[src/sv/vr_isqrt.sv]
// ---------------------------------------------------------------------------
// vr_isqrt
// Pipelined floor square root of a 64-bit value, two result bits per stage,
// carrying a side payload along.
// ---------------------------------------------------------------------------
module vr_isqrt #(
   parameter int SideW = 8
) (
   input  logic             clock,
   input  logic             reset,
   input  logic             advance,
   input  logic             in_valid,
   input  logic [63:0]      in_value,
   input  logic [SideW-1:0] in_side,
   output logic             out_valid,
   output logic [31:0]      out_root,
   output logic [SideW-1:0] out_side
);
   localparam int Stages = 16;
   localparam int BitsPer = 2;

   // element s holds the state after stage s
   logic [Stages-1:0]     v_ff;
   logic [63:0]           x_ff    [Stages];
   logic [31:0]           r_ff    [Stages];
   logic [SideW-1:0]      side_ff [Stages];
   logic [63:0]           x_src   [Stages];
   logic [31:0]           r_src   [Stages];
   logic [63:0]           x_in    [Stages];
   logic [31:0]           r_in    [Stages];

   // Each stage resolves BitsPer root bits, most significant first.
   always_comb begin
      logic [63:0] x;
      logic [31:0] r;
      logic [63:0] trial;
      int          j;
      x_src[0] = in_value;
      r_src[0] = '0;
      for (int s = 1; s < Stages; s++) begin
         x_src[s] = x_ff[s-1];
         r_src[s] = r_ff[s-1];
      end
      for (int s = 0; s < Stages; s++) begin
         x = x_src[s];
         r = r_src[s];
         for (int k = 0; k < BitsPer; k++) begin
            j = 31 - (s * BitsPer + k);
            // (r + 2^j)^2 - r^2, with r holding only bits above j
            trial = ({32'd0, r} << (j + 1)) | (64'd1 << (2 * j));
            if (x >= trial) begin
               x = x - trial;
               r = r | (32'd1 << j);
            end
         end
         x_in[s] = x;
         r_in[s] = r;
      end
   end

   always_ff @(posedge clock) begin
      if (reset) begin
         v_ff <= '0;
      end else if (advance) begin
         v_ff <= {v_ff[Stages-2:0], in_valid};
      end
   end

   always_ff @(posedge clock) begin
      if (advance) begin
         side_ff[0] <= in_side;
         for (int s = 1; s < Stages; s++) begin
            side_ff[s] <= side_ff[s-1];
         end
         for (int s = 0; s < Stages; s++) begin
            x_ff[s] <= x_in[s];
            r_ff[s] <= r_in[s];
         end
      end
   end

   assign out_valid = v_ff[Stages-1];
   assign out_root  = r_ff[Stages-1];
   assign out_side  = side_ff[Stages-1];
endmodule

[config.mk]
export PLATFORM = sky130hd
export DESIGN_NAME = vr_isqrt
export DESIGN_NICKNAME = d
export VERILOG_FILES = /design/src/sv/vr_isqrt.sv
export SDC_FILE = /design/constraint.sdc
export NUM_CORES = 2
export LEC_CHECK = 0
export CELL_PAD_IN_SITES_DETAIL_PLACEMENT = 0
export CELL_PAD_IN_SITES_GLOBAL_PLACEMENT = 2
export CORE_ASPECT_RATIO = 0.6
export CORE_MARGIN = 1
export CORE_UTILIZATION = 43
export DETAILED_ROUTE_END_ITERATION = 8
export DONT_BUFFER_PORTS = 1
export GPL_ROUTABILITY_DRIVEN = 0
export PLACE_DENSITY = 0.83
export SLEW_MARGIN = 20
export SYNTH_ARGS = -nofsm -noshare
export SYNTH_HDL_FRONTEND = slang
export SYNTH_SLANG_ARGS = --single-unit
[constraint.sdc]
create_clock -name clock -period 8.8 [get_ports clock]
set_input_delay 2.64 -clock clock [delete_from_list [all_inputs] [get_ports clock]]
set_output_delay 2.64 -clock clock [all_outputs]
set_load 0.005 [all_outputs]
# ---- After elaboration in Yosys (flattened, before gate mapping)
# Memories as Yosys holds them, arrays and structs flattened.
# Cells that the tools add are included.
dict set report classes {
  n_mux 66
  magnitude_cmp 32
  n_addsub 32
}
# cell count
set op_table {}
lappend op_table {{$mux 64} 32}
lappend op_table {{$ge 64x33->1} 1}
lappend op_table {{$ge 64x34->1} 1}
lappend op_table {{$ge 64x35->1} 1}
lappend op_table {{$ge 64x36->1} 1}
lappend op_table {{$ge 64x37->1} 1}
lappend op_table {{$ge 64x38->1} 1}
lappend op_table {{$ge 64x39->1} 1}
lappend op_table {{$ge 64x40->1} 1}
lappend op_table {{$ge 64x41->1} 1}
lappend op_table {{$ge 64x42->1} 1}
lappend op_table {{$ge 64x43->1} 1}
lappend op_table {{$ge 64x44->1} 1}
lappend op_table {{$ge 64x45->1} 1}
lappend op_table {{$ge 64x46->1} 1}
lappend op_table {{$ge 64x47->1} 1}
lappend op_table {{$ge 64x48->1} 1}
lappend op_table {{$ge 64x49->1} 1}
lappend op_table {{$ge 64x50->1} 1}
lappend op_table {{$ge 64x51->1} 1}
lappend op_table {{$ge 64x52->1} 1}
lappend op_table {{$ge 64x53->1} 1}
lappend op_table {{$ge 64x54->1} 1}
lappend op_table {{$ge 64x55->1} 1}
lappend op_table {{other kinds (73)} 75}
dict set report word_totals {
  input_bits 76
  out_inout_bits 41
  mem_count 3
  ramBits 1664
  reg_bits 16
  wordCells 134
}
# name depth word_bits rd rd_ports_with_merged_regs write_ports line
set memory_table {}
lappend memory_table {x_ff 16 64 15 0 16 24} ;# logic [63:0] x_ff [Stages];
lappend memory_table {r_ff 16 32 16 0 16 25} ;# logic [31:0] r_ff [Stages];
lappend memory_table {side_ff 16 8 16 0 16 26} ;# logic [SideW-1:0] side_ff [Stages];

# ---- Logic depth before layout (Yosys ltp)
# An unclocked memory read counts as a cell.
dict set report logic_depth {
  depth_word 5
  mapped_depth 33
  depth_no_buf 27
}

# ---- Worst setup path before layout
# Ideal clock, no wire load.
dict set report synth_timing {
  kind {reg-to-reg}
  start {mem x_ff[13][56], in the netlist x_ff[1][376]}
  end {mem x_ff[14][7], in the netlist x_ff[1][391] (data pin)}
  synth_period_minus_slack_ns 6.798
  required_time_ns 8.540
  path_stages_with_launch 27
  setup_ns 0.260
  path_buffers 5
  slack_ns 2.002
  arrival_ns 6.539
  path_cell_list {edfxtp_1 -> or4_1 -> or4_1 -> nor4_2 -> o211a_1 -> nor2_1 -> buf_1 -> inv_2 -> buf_1 -> buf_1 -> nand2_1 -> o21ai_0 -> ha_1 -> clkbuf_1 -> a21o_1 -> a311o_1 -> a21oi_1 -> o21ai_0 -> a21oi_1 -> a21oi_1 -> a41o_1 -> a2111oi_0 -> nor3b_1 -> nand3b_1 -> nor2_1 -> buf_2 -> mux2_2}
}
# item line
set synth_rtl {}
lappend synth_rtl {{start, declared} 24}

==> impl_metrics.toml <==
[outcome]
outcome = "complete, no violations"

[floorplanning]
core_um2 = 204000
die_h_um = 353
die_w_um = 587
initial_utilization_pct = 43.4
row_count = 128
ios = 117
die_area_um2 = 207000

[power]
vdd_drop_max_uv = 175
leakage_uw = 0.0367
cellPowerDensity_nw_per_um2 = 312

[worst_setup_path]
cp_slowest_cell = "xor2_1"
path_cells = "inv_1 -> ha_1 -> a21oi_1 -> o21ai_0 -> a211oi_1 -> nand4_1 -> a21o_2 -> inv_2 -> o21ai_0 -> ha_1 -> nand2_1 -> or3_1 -> nor3_1 -> a31oi_1 -> a21oi_1 -> nor4b_1 -> and3_1 -> inv_2 -> nand4_1 -> xor2_1"
critPathKind = "reg2reg"
required_ns = 9.21
cp_max_fo = 27
cp-end-kind = "flop"
max_stage_delay_ns = 1.04
start_kind = "flop"
critical_path_arrival_ns = 8.91

[routing]
via_count = 68800
first_iter_violations = 7944
drc = 0
routed_wl_mm = 273
routedWlPerCell_um = 23.7
via_per_inst = 5.97
drtAntennaViolNets = 0
drt_first_pass_iters = 5

[global_route]
overflow = 0
grt_start_max_net_pins = 240
grt_pass1_wl_mm = 406
antenna_found_initial = 9
grtUsageTotal_pct = 25.5
grt_pass1_vias = 62500

[synth]
synth_edf_count = 1360
synth_cell_types = 101
netlist_area_um2 = 88400
ys_seq_elements = 1376
synth.most_common_cell = "edfxtp_1"
syn_avg_cell_area_um2 = 10.1
postSynth.asyncResetShare_pct = 0
yosys_warnings = 0
ys_seq_area_share_pct = 46.6
synth_nets = 9376
synth_top_cell_by_area = "edfxtp_1"
synthCells = 8727
synth_top_area_share_pct = 46.2
synth_area_leaders = "edfxtp_1, ha_1, xnor2_1, a21oi_1, xor2_1"
yosys_most_used_dff = "edfxtp_1"
synthTopCellsByCount = "edfxtp_1, nand2_1, nor2_1"

[clock_tree]
cts.sinks = 1376
clockRootBuffer = "clkbuf_16"
cts_tree = "built"
clk_latency_ns = 0.84
htreeDepth = 4
clk_pin_slew_ns = 0.07
cts_setup_buffers = 0
cts_buffer_depth = 4
cts_buffers = 149

[sta]
rsz0062_at_grt = "no"
setup_tns_ns = 0
fmax_mhz = 118
layout_min_cycle_time_ns = 8.49
finalSetupViolations = 0
fin_crit_sh_pct = 96.5
worstMarginPinSlew_ns = 1.29
slew_headroom_pct = 12.8
drv_slew = 0
clock_skew_ns = 0.0671
hold_viol = 0

[placement]
dp_hpwl_mm = 216
port_buffers = 0
place_inst = 11300

[cells_and_area]
num-nets-final = 9333
fillers = 18800
multi_input_area_um2 = 44300
drive_above_1_share_pct = 6.01
ff_latch_area_um2 = 41200
stdcell_count = 11500
finalCoreUtilization_pct = 47.4
synthToLayoutAreaGrowth_pct = 9.03

[run]
maxCapViolCount = 0

[min_path]
hp-class = "reg2reg"
==> area by class of cell <==
class	instances	share of cell area, %
sequential	1376	42.7
timing repair buffer	98	1.04
clock buffer	176	4.13
tap	2730	3.54
antenna	2	0.00519
inverter	466	1.81
multi-input combinational	6593	46.0
clock inverter	79	0.766
==> sequential cells by signal (all words and copies together), names as in the netlist <==
name / flops
r_ff: 272
side_ff: 128
v_ff: 16
x_ff: 960
==> critical path: cells and delay by family, from the launching register on <==
kind	cells	cell delay, ns
DFF	1	0.61
and+or+nand+nor	7	2.03
xor gates and xnor gates	1	1.04
adders and majority gates	2	0.93
buffers and inverters	3	1.02
AOI/OAI and AO/OA	7	2.43
==> final timing paths <==
path / startpoint / endpoint / slack, ns / cells past startpoint
max: r_ff[1][123]$_DFFE_PP_ / x_ff[1][300]$_DFFE_PP_ / 0.31 / 20
min: side_ff[1][50]$_DFFE_PP_ / side_ff[1][58]$_DFFE_PP_ / 0.39 / 0
max reg2reg: r_ff[1][123]$_DFFE_PP_ / x_ff[1][300]$_DFFE_PP_ / 0.31 / 20
min reg2reg: side_ff[1][50]$_DFFE_PP_ / side_ff[1][58]$_DFFE_PP_ / 0.39 / 0
==> cells by family after synthesis <==
logic type / synth area share [%]
and+or+nand+nor: 17.4
buffers and inverters: 3.43
AOI/OAI and AO/OA: 15.0
adders and majority gates: 8.11
muxes: 1.38
DFF: 46.6
xor gates and xnor gates: 8.18
==> power by group <==
part / internal (uW) / switching [uW] / leakage, uW
combinational: 5290 / 8710 / 0.0212
clock: 3580 / 2710 / 0.00230
sequential: 8770 / 1050 / 0.0132
total: 17600 / 12500 / 0.0367
==> through the flow <==
stage	power [uW]	cell area, um^2	setup WS, ns	hold WS [ns]
final	30100	96400	0.306	0.394
after floorplan	19200	88400	2.00	0.400
after detailed placement	23400	91500	0.166	0.405
after global routing	31900	96400	0.0780	0.415
after CTS	29800	96200	0.103	0.406
after global placement	23400	91500	0.291	0.400
==> placed cells by master (no fill, tap or decap), drive strengths merged, types with 32 or more instances in the layout <==
cell type,count
edfxtp,1360
nand2,709
nor2,678
a21oi,657
ha,573
xnor2,504
inv,467
o21ai,443
xor2,322
a21o,285
nor4,245
nand3,226
nor3,215
nand4,187
clkbuf,176
or3,110
nand2b,98
buf,98
o21a,89
nor2b,86
and3,82
mux2,81
o31ai,67
a31oi,67
o21bai,63
or4,62
and2,61
or2,60
clkinv,57
a211oi,46
o211ai,43
nor3b,33
o31a,33
nand3b,32
==> metal layers <==
| layer | wire (um) | part of all wire (%) | up-vias | GRT usage [%] |
|---|---|---|---|---|
| met3 | 29400 | 11 | 246 | 7.20 |
| met4 | 3370 | 1.2 | 4 | 3.54 |
| met5 | 30 | 0.011 | - | 0 |
| met1 | 144000 | 53 | 33300 | 43.3 |
| li1 | - | - | 32500 | - |
| met2 | 97000 | 35 | 2739 | 31.1 |
==> what timing repair did <==
item / 4_1_cts / 5_1_grt
resized for setup: 0 / 3
hold buffers: 0 / 0
setup endpoints to repair: 0 / 5
Power figures use the tool's default switching activity.
